File: config.mk
export PLATFORM = sky130hd
export DESIGN_NAME = connection_handle_table
export DESIGN_NICKNAME = d
export VERILOG_FILES = /design/src/rtl/cht_pkg.sv /design/src/rtl/connection_handle_table.sv /design/src/rtl/cht_ram.sv
export VERILOG_INCLUDE_DIRS = /design/src /design/src/rtl
export SDC_FILE = /design/constraint.sdc
export NUM_CORES = 2
export LEC_CHECK = 0
export BUFFER_PORTS_ARGS = -buffer_cell sky130_fd_sc_hd__buf_2
export CORE_AREA = 2 2 396 398
export DETAILED_ROUTE_END_ITERATION = 10
export DIE_AREA = 0 0 398 400
export GPL_TIMING_DRIVEN = 0
export PLACE_DENSITY = 0.67
export SYNTH_ARGS = -nofsm -noshare
export SYNTH_HDL_FRONTEND = slang
export SYNTH_SLANG_ARGS = --single-unit
export TNS_END_PERCENT = 50
File: constraint.sdc
create_clock -name i_clk -period 8.3 [get_ports i_clk]
set_clock_uncertainty 0.15 [all_clocks]
set_input_delay 0.83 -clock i_clk [delete_from_list [all_inputs] [get_ports i_clk]]
set_output_delay 0.83 -clock i_clk [all_outputs]
set_load 0.05 [all_outputs]
File: src/rtl/connection_handle_table_defines.svh
// Assertion macros for the connection handle table
`ifndef CONNECTION_HANDLE_TABLE_DEFINES_SVH
`define CONNECTION_HANDLE_TABLE_DEFINES_SVH

`ifndef SYNTHESIS
// Same-cycle implication, disabled while reset is asserted
`define CHT_ASSERT_NOW(label, clk, rst_n, ante, cons) \
    label: assert property (@(posedge clk) disable iff (!(rst_n)) (ante) |-> (cons)) \
        else $error("connection handle table check failed");
// Next-cycle implication, disabled while reset is asserted
`define CHT_ASSERT_NEXT(label, clk, rst_n, ante, cons) \
    label: assert property (@(posedge clk) disable iff (!(rst_n)) (ante) |=> (cons)) \
        else $error("connection handle table check failed");
`else
`define CHT_ASSERT_NOW(label, clk, rst_n, ante, cons)
`define CHT_ASSERT_NEXT(label, clk, rst_n, ante, cons)
`endif

`endif

File: src/rtl/cht_pkg.sv
`default_nettype none

package cht_pkg;

    localparam int HANDLE_W = 12;
    localparam int ADDR_W   = 48;
    localparam int SLOT_W   = 5;

    // Operation codes
    localparam logic [1:0] OP_ADD    = 2'd0;
    localparam logic [1:0] OP_REMOVE = 2'd1;
    localparam logic [1:0] OP_LOOKUP = 2'd2;
    localparam logic [1:0] OP_RSVD   = 2'd3;

    // Status codes
    localparam logic [1:0] ST_OK   = 2'd0;
    localparam logic [1:0] ST_MISS = 2'd1;
    localparam logic [1:0] ST_FULL = 2'd2;

    // One stored entry; valid bits live in flip-flops outside the memory
    typedef struct packed {
        logic              low_energy;
        logic [ADDR_W-1:0] addr;
        logic [HANDLE_W-1:0] handle;
    } t_entry;

    localparam int ENTRY_W = $bits(t_entry);

endpackage

`default_nettype wire

File: src/rtl/connection_handle_table.sv
// Connection handle table.
// Input channel s_*: one item per command. s_tuser carries the operation
// (add or update, remove, lookup); s_tdata carries handle, device address
// and low-energy flag. Output channel m_*: one result item per command.
// m_tuser carries the status; m_tdata carries slot, stored address and flag.
// The table scans entries one at a time from index 0 through a single
// synchronous memory: each entry is read in S_READ, then compared in S_CHECK.
// The scan stops at the first match; a miss or an add of a new handle scans
// every entry. The reserved operation skips the scan and goes straight to
// S_FIN with its miss result.
// One command is in work at a time; s_tready is high while the scan engine
// is free, also while a finished result still waits on m_tready. A new
// result waits in the last step until the output register is free, so a
// stalled receiver stalls the table without losing results.
// Reset clears all valid bits at once (no clearing pass) and empties the
// output register; stored handles and addresses are used only for entries
// whose valid bit is set.
`default_nettype none

`include "connection_handle_table_defines.svh"

module connection_handle_table #(
    parameter int TABLE_DEPTH = 32
) (
    input  wire logic        i_clk,
    input  wire logic        i_rst_n,
    // input items
    input  wire logic        s_tvalid,
    output logic             s_tready,
    input  wire logic [63:0] s_tdata,  // handle[11:0], device_addr[59:12], low_energy[60]
    input  wire logic [1:0]  s_tuser,  // op[1:0]
    // result items
    output logic             m_tvalid,
    input  wire logic        m_tready,
    output logic [55:0]      m_tdata,  // slot[4:0], addr_out[52:5], low_energy_out[53]
    output logic [1:0]       m_tuser   // status[1:0]
);

    localparam int IW = (TABLE_DEPTH > 1) ? $clog2(TABLE_DEPTH) : 1;
    localparam logic [IW-1:0] LAST_IDX = IW'(TABLE_DEPTH - 1);

    localparam logic [1:0] S_IDLE  = 2'd0;
    localparam logic [1:0] S_READ  = 2'd1;
    localparam logic [1:0] S_CHECK = 2'd2;
    localparam logic [1:0] S_FIN   = 2'd3;

    // control state
    logic [1:0]             r_state, n_state;
    logic [TABLE_DEPTH-1:0] r_valid, n_valid;
    logic                   r_ovalid, n_ovalid;
    // command and scan payload
    logic [1:0]                     r_op, n_op;
    logic [cht_pkg::HANDLE_W-1:0]   r_key, n_key;
    logic [cht_pkg::ADDR_W-1:0]     r_addr, n_addr;
    logic                           r_le, n_le;
    logic [IW-1:0]                  r_idx, n_idx;
    logic                           r_hit, n_hit;
    logic [IW-1:0]                  r_hit_idx, n_hit_idx;
    logic [cht_pkg::ADDR_W-1:0]     r_hit_addr, n_hit_addr;
    logic                           r_hit_le, n_hit_le;
    logic                           r_free, n_free;
    logic [IW-1:0]                  r_free_idx, n_free_idx;
    // output register
    logic [1:0]                     r_ostatus, n_ostatus;
    logic [cht_pkg::SLOT_W-1:0]     r_oslot, n_oslot;
    logic [cht_pkg::ADDR_W-1:0]     r_oaddr, n_oaddr;
    logic                           r_ole, n_ole;

    // memory port
    logic             ram_we, ram_re;
    logic [IW-1:0]    ram_waddr;
    cht_pkg::t_entry  ram_wdata, ram_rdata;

    logic entry_live;
    logic out_free;

    cht_ram #(
        .WIDTH (cht_pkg::ENTRY_W),
        .DEPTH (TABLE_DEPTH),
        .AW    (IW)
    ) u_ram (
        .i_clk   (i_clk),
        .i_we    (ram_we),
        .i_waddr (ram_waddr),
        .i_wdata (ram_wdata),
        .i_re    (ram_re),
        .i_raddr (r_idx),
        .o_rdata (ram_rdata)
    );

    assign s_tready = (r_state == S_IDLE);
    assign m_tvalid = r_ovalid;
    assign m_tuser  = r_ostatus;
    assign m_tdata  = {2'b00, r_ole, r_oaddr, r_oslot};

    assign entry_live = r_valid[r_idx];
    assign out_free   = !r_ovalid || m_tready;

    // Scan sequencer and result build
    always_comb begin
        n_state    = r_state;
        n_valid    = r_valid;
        n_ovalid   = r_ovalid;
        n_op       = r_op;
        n_key      = r_key;
        n_addr     = r_addr;
        n_le       = r_le;
        n_idx      = r_idx;
        n_hit      = r_hit;
        n_hit_idx  = r_hit_idx;
        n_hit_addr = r_hit_addr;
        n_hit_le   = r_hit_le;
        n_free     = r_free;
        n_free_idx = r_free_idx;
        n_ostatus  = r_ostatus;
        n_oslot    = r_oslot;
        n_oaddr    = r_oaddr;
        n_ole      = r_ole;
        ram_we     = 1'b0;
        ram_re     = 1'b0;
        ram_waddr  = r_hit_idx;
        ram_wdata  = '{low_energy: r_le, addr: r_addr, handle: r_key};

        // drop the result once taken
        if (r_ovalid && m_tready) begin
            n_ovalid = 1'b0;
        end

        unique case (r_state)
            S_IDLE: begin
                // latch the item and start the scan at entry 0; a reserved op skips to S_FIN
                if (s_tvalid) begin
                    n_op    = s_tuser;
                    n_key   = s_tdata[11:0];
                    n_addr  = s_tdata[59:12];
                    n_le    = s_tdata[60];
                    n_idx   = '0;
                    n_hit   = 1'b0;
                    n_free  = 1'b0;
                    n_state = (s_tuser == cht_pkg::OP_RSVD) ? S_FIN : S_READ;
                end
            end
            S_READ: begin
                ram_re  = 1'b1;
                n_state = S_CHECK;
            end
            S_CHECK: begin
                // compare the entry read last cycle
                if (entry_live && ram_rdata.handle == r_key) begin
                    n_hit      = 1'b1;
                    n_hit_idx  = r_idx;
                    n_hit_addr = ram_rdata.addr;
                    n_hit_le   = ram_rdata.low_energy;
                    n_state    = S_FIN;
                end else begin
                    if (!entry_live && !r_free) begin
                        n_free     = 1'b1;
                        n_free_idx = r_idx;
                    end
                    if (r_idx == LAST_IDX) begin
                        n_state = S_FIN;
                    end else begin
                        n_idx   = r_idx + IW'(1);
                        n_state = S_READ;
                    end
                end
            end
            S_FIN: begin
                // hold until the output register is free, then commit
                if (out_free) begin
                    n_ovalid  = 1'b1;
                    n_ostatus = cht_pkg::ST_MISS;
                    n_oslot   = '0;
                    n_oaddr   = '0;
                    n_ole     = 1'b0;
                    n_state   = S_IDLE;
                    unique case (r_op)
                        cht_pkg::OP_ADD: begin
                            if (r_hit) begin
                                ram_we    = 1'b1;
                                ram_waddr = r_hit_idx;
                                n_ostatus = cht_pkg::ST_OK;
                                n_oslot   = cht_pkg::SLOT_W'(r_hit_idx);
                            end else if (r_free) begin
                                ram_we              = 1'b1;
                                ram_waddr           = r_free_idx;
                                n_valid[r_free_idx] = 1'b1;
                                n_ostatus           = cht_pkg::ST_OK;
                                n_oslot             = cht_pkg::SLOT_W'(r_free_idx);
                            end else begin
                                n_ostatus = cht_pkg::ST_FULL;
                            end
                        end
                        cht_pkg::OP_REMOVE: begin
                            if (r_hit) begin
                                n_valid[r_hit_idx] = 1'b0;
                                n_ostatus          = cht_pkg::ST_OK;
                                n_oslot            = cht_pkg::SLOT_W'(r_hit_idx);
                            end
                        end
                        cht_pkg::OP_LOOKUP: begin
                            if (r_hit) begin
                                n_ostatus = cht_pkg::ST_OK;
                                n_oslot   = cht_pkg::SLOT_W'(r_hit_idx);
                                n_oaddr   = r_hit_addr;
                                n_ole     = r_hit_le;
                            end
                        end
                        default: begin
                            n_ostatus = cht_pkg::ST_MISS;
                        end
                    endcase
                end
            end
            default: begin
                n_state = S_IDLE;
            end
        endcase
    end

    // Control registers
    always_ff @(posedge i_clk) begin
        if (!i_rst_n) begin
            r_state  <= S_IDLE;
            r_valid  <= '0;
            r_ovalid <= 1'b0;
        end else begin
            r_state  <= n_state;
            r_valid  <= n_valid;
            r_ovalid <= n_ovalid;
        end
    end

    // Payload registers
    always_ff @(posedge i_clk) begin
        r_op       <= n_op;
        r_key      <= n_key;
        r_addr     <= n_addr;
        r_le       <= n_le;
        r_idx      <= n_idx;
        r_hit      <= n_hit;
        r_hit_idx  <= n_hit_idx;
        r_hit_addr <= n_hit_addr;
        r_hit_le   <= n_hit_le;
        r_free     <= n_free;
        r_free_idx <= n_free_idx;
        r_ostatus  <= n_ostatus;
        r_oslot    <= n_oslot;
        r_oaddr    <= n_oaddr;
        r_ole      <= n_ole;
    end

    // Checks
    `CHT_ASSERT_NOW(a_status_code, i_clk, i_rst_n, m_tvalid, m_tuser <= cht_pkg::ST_FULL)
    `CHT_ASSERT_NOW(a_full_no_slot, i_clk, i_rst_n, m_tvalid && m_tuser != cht_pkg::ST_OK, m_tdata[4:0] == '0)
    `CHT_ASSERT_NEXT(a_write_marks_valid, i_clk, i_rst_n, ram_we, r_valid[$past(ram_waddr)])
    `CHT_ASSERT_NOW(a_result_from_fin, i_clk, i_rst_n, $rose(m_tvalid), $past(r_state) == S_FIN)

endmodule

`default_nettype wire

File: src/rtl/cht_ram.sv
`default_nettype none

module cht_ram #(
    parameter int WIDTH = 61,
    parameter int DEPTH = 32,
    parameter int AW    = (DEPTH > 1) ? $clog2(DEPTH) : 1
) (
    input  wire logic             i_clk,
    input  wire logic             i_we,
    input  wire logic [AW-1:0]    i_waddr,
    input  wire logic [WIDTH-1:0] i_wdata,
    input  wire logic             i_re,
    input  wire logic [AW-1:0]    i_raddr,
    output logic      [WIDTH-1:0] o_rdata
);

    logic [WIDTH-1:0] r_mem [DEPTH];

    // Write port and registered read port
    always_ff @(posedge i_clk) begin
        if (i_we) begin
            r_mem[i_waddr] <= i_wdata;
        end
        if (i_re) begin
            o_rdata <= r_mem[i_raddr];
        end
    end

endmodule

`default_nettype wire

==> results.py <==
metrics = {
    "status": {
        "status": "complete, no violations",
    },
    "run": {
        "drv_cap": 0,
    },
    "min_path": {
        "hold_class": "in -> reg",
    },
    "route": {
        "first_pass_iters": 5,
        "wirelength_um": 216000,
        "ant_nets": 0,
        "drtIter0Drc": 5529,
        "vias_per_cell": 6.38,
        "drc": 0,
        "num_vias": 43710,
        "wl_per_cell_um": 31.5,
    },
    "global_routing": {
        "grt_max_degree": 36,
        "grt_pass1_wl_um": 308000,
        "track_usage_pct": 27.3,
        "antenna_found_initial": 6,
        "first_global_vias": 43145,
        "overflow": 0,
    },
    "power": {
        "power.density_nw_per_um2": 249,
        "finalPower_mw": 24.2,
        "p_leak_nw": 31.2,
        "peakVddDrop_mv": 0.188,
    },
    "timing": {
        "finalHoldViolCount": 0,
        "fin_crit_sh_pct": 53.9,
        "rsz0062_at_grt": "no",
        "worstMarginPinSlew_ps": 1450,
        "maxSlewViolCount": 0,
        "finalCriticalPeriod_ps": 4470,
        "fin_tns_setup_ps": 0,
        "fmax_ghz": 0.224,
        "setup_viol": 0,
        "slew_headroom_pct": 3.17,
    },
    "place": {
        "placed_cells": 6393,
        "globalplace.congestion": 0.832,
        "port_buffers": 123,
        "dpl.hpwl_um": 141000,
    },
    "synthesis": {
        "synth_edf_count": 2198,
        "syn_area_um2": 84600,
        "yosysSeqAreaShare_pct": 78.8,
        "syn_avg_cell_area_um2": 20.5,
        "async_reset_ff_share_pct": 0,
        "synth_top_area_cell": "edfxtp_1",
        "yosysWarnings": 0,
        "synth.top_cell.area_share_pct": 78.0,
        "ys_ff_latch": 2233,
        "yosys-top-cells-area": "edfxtp_1 78%, mux4_2 8.1%, mux2i_1 4.5%",
        "synth.distinct_cells": 55,
        "syn_inst": 4124,
        "synth_flop_cell": "edfxtp_1",
    },
    "cts": {
        "tritoncts.num_buffers": 217,
        "path_clk_slew_ps": 70,
        "clock_path_buffers": 3,
        "htreeDepth": 4,
        "post_cts_buffers": 0,
        "insertion_delay_ps": 850,
        "cts_sinks": 2233,
        "cts_root_buf": "clkbuf_16",
        "cts_tree": "yes",
    },
    "finish": {
        "area.growth.synth_to_final_pct": 14.9,
        "layout_commonest_cell": "edfxtp_1",
        "final_cell_count_no_fill": 6853,
        "final_layout_size_suffix_gt1_share_pct": 19.6,
        "final_nets": 4689,
        "most-common-layout-cells": "2,198 x edfxtp_1, 384 x mux2i_1, 305 x mux4_2",
    },
    "critical_path": {
        "startpoint_type": "flop",
        "crit_type": "reg -> reg",
        "worstPathCellList": "buf_4 > buf_2 > buf_4 > and2b_1 > nand2_1 > nand3_1 > nand2_1 > o21ai_0 > inv_4 > buf_16",
        "cp_data_arrival_time_ps": 4860,
        "path_delay_family": "buffers and inverters",
        "crit_slowest_cell": "buf_2",
        "path_buf_inv": 5,
        "crit_path_max_fanout": 35,
        "worstSetupEndpointType": "flop",
        "max_stage_delay_ps": 650,
        "cp.required_ps": 8690,
    },
    "die": {
        "die_y_um": 400,
        "core_area_um2": 155000,
        "num_rows": 145,
        "initial_core_util_pct": 54.6,
        "die-area_um2": 159000,
        "dieWidth_um": 398,
        "ioPinCount": 130,
    },
}
[power breakdown]
| group | leakage (nW) | internal, mW | total, mW | switching [mW] |
|---|---|---|---|---|
| combinational | 7.91 | 0.794 | 2.13 | 1.34 |
| sequential | 20.1 | 12.6 | 12.8 | 0.210 |
| clock | 3.25 | 5.11 | 9.29 | 4.18 |
| total | 31.2 | 18.5 | 24.2 | 5.73 |
[repair_timing]
item                      CTS  global route
hold buffers               58             0
gates resized for setup     0             0
hold endpoints to repair   58             0
[metrics by stage]
step	cell area [um2]	hold WS [ps]	util (%)	worst slack (ps)
floorplan	84600	250	-	871
global placement	87800	252	56.6	-6510
detailed placement	90000	255	58.0	3660
CTS	97200	14.8	62.7	3860
global route	97200	25.3	62.7	3790
finish	97200	58.5	62.7	3830
[layout make-up]
cell class | count | area [um2]
multi-input combinational | 1637 | 17100
buffer | 245 | 1090
sequential | 2233 | 66700
antenna | 4 | 10.0
fill | 10540 | 57900
inverter | 10 | 42.5
timing repair buffer | 269 | 3100
clock buffer | 269 | 5650
clock inverter | 128 | 1010
tap | 2058 | 2570
[state kept, by name (all words and copies together), names as in the netlist]
name	cells
r_le	1
r_idx	5
r_oslot	5
r_free_idx	5
r_free	1
m_tvalid	1
u_ram.r_mem	1952
r_hit_idx	5
u_ram.o_rdata	61
r_addr	48
r_oaddr	48
r_ole	1
r_hit_le	1
r_hit	1
m_tuser	2
r_hit_addr	48
r_valid	32
r_op	2
r_key	12
r_state	2
[final timing paths]
path | startpoint | end | slack [ps] | cells after the start
worst max-delay path | r_idx[0] | r_hit_addr[14] | 3830 | 10
worst min-delay path | s_tdata[15] | r_addr[3] | 60 | 1
worst max register to register | r_idx[0] | r_hit_addr[14] | 3830 | 10
worst min register to register | u_ram.o_rdata[13] | r_hit_addr[1] | 260 | 0
[Yosys cell counts (3+ instances only)]
master / count
o221ai_1: 183
inv_1: 9
nand2b_1: 9
xnor2_1: 9
buf_2: 70
mux4_2: 305
or3_1: 3
clkbuf_1: 141
o31ai_1: 4
and2_1: 4
a211oi_1: 65
mux2i_1: 384
a32o_1: 18
o21ai_0: 72
dfxtp_1: 35
edfxtp_1: 2198
o22ai_1: 122
a21oi_1: 83
ha_1: 6
nand3_1: 11
nand4_1: 4
nand2_1: 112
and3_1: 51
xor2_1: 5
a21o_1: 63
nor3_1: 9
buf_4: 16
or2_2: 4
a22oi_1: 6
buf_1: 15
nor2b_1: 6
nor2_1: 72
[logic make-up after synthesis]
kind of cell / Yosys count / share of synthesized area [%]
xor+xnor: 14 / 0.145
simple gates: 302 / 1.72
buf+inv: 255 / 1.32
compound gates: 624 / 5.24
fa+ha+maj: 6 / 0.0887
flops: 2233 / 78.8
other cells: 1 / 0.00443
mux: 689 / 12.7
[per-layer routing]
layer | GRT usage, % | share of wire (%)
met5 | 0 | 0
met4 | 9.84 | 3.4
met3 | 5.06 | 9.0
met2 | 42.5 | 47
met1 | 39.2 | 41
Note: power is estimated with default switching activity, not from simulation.
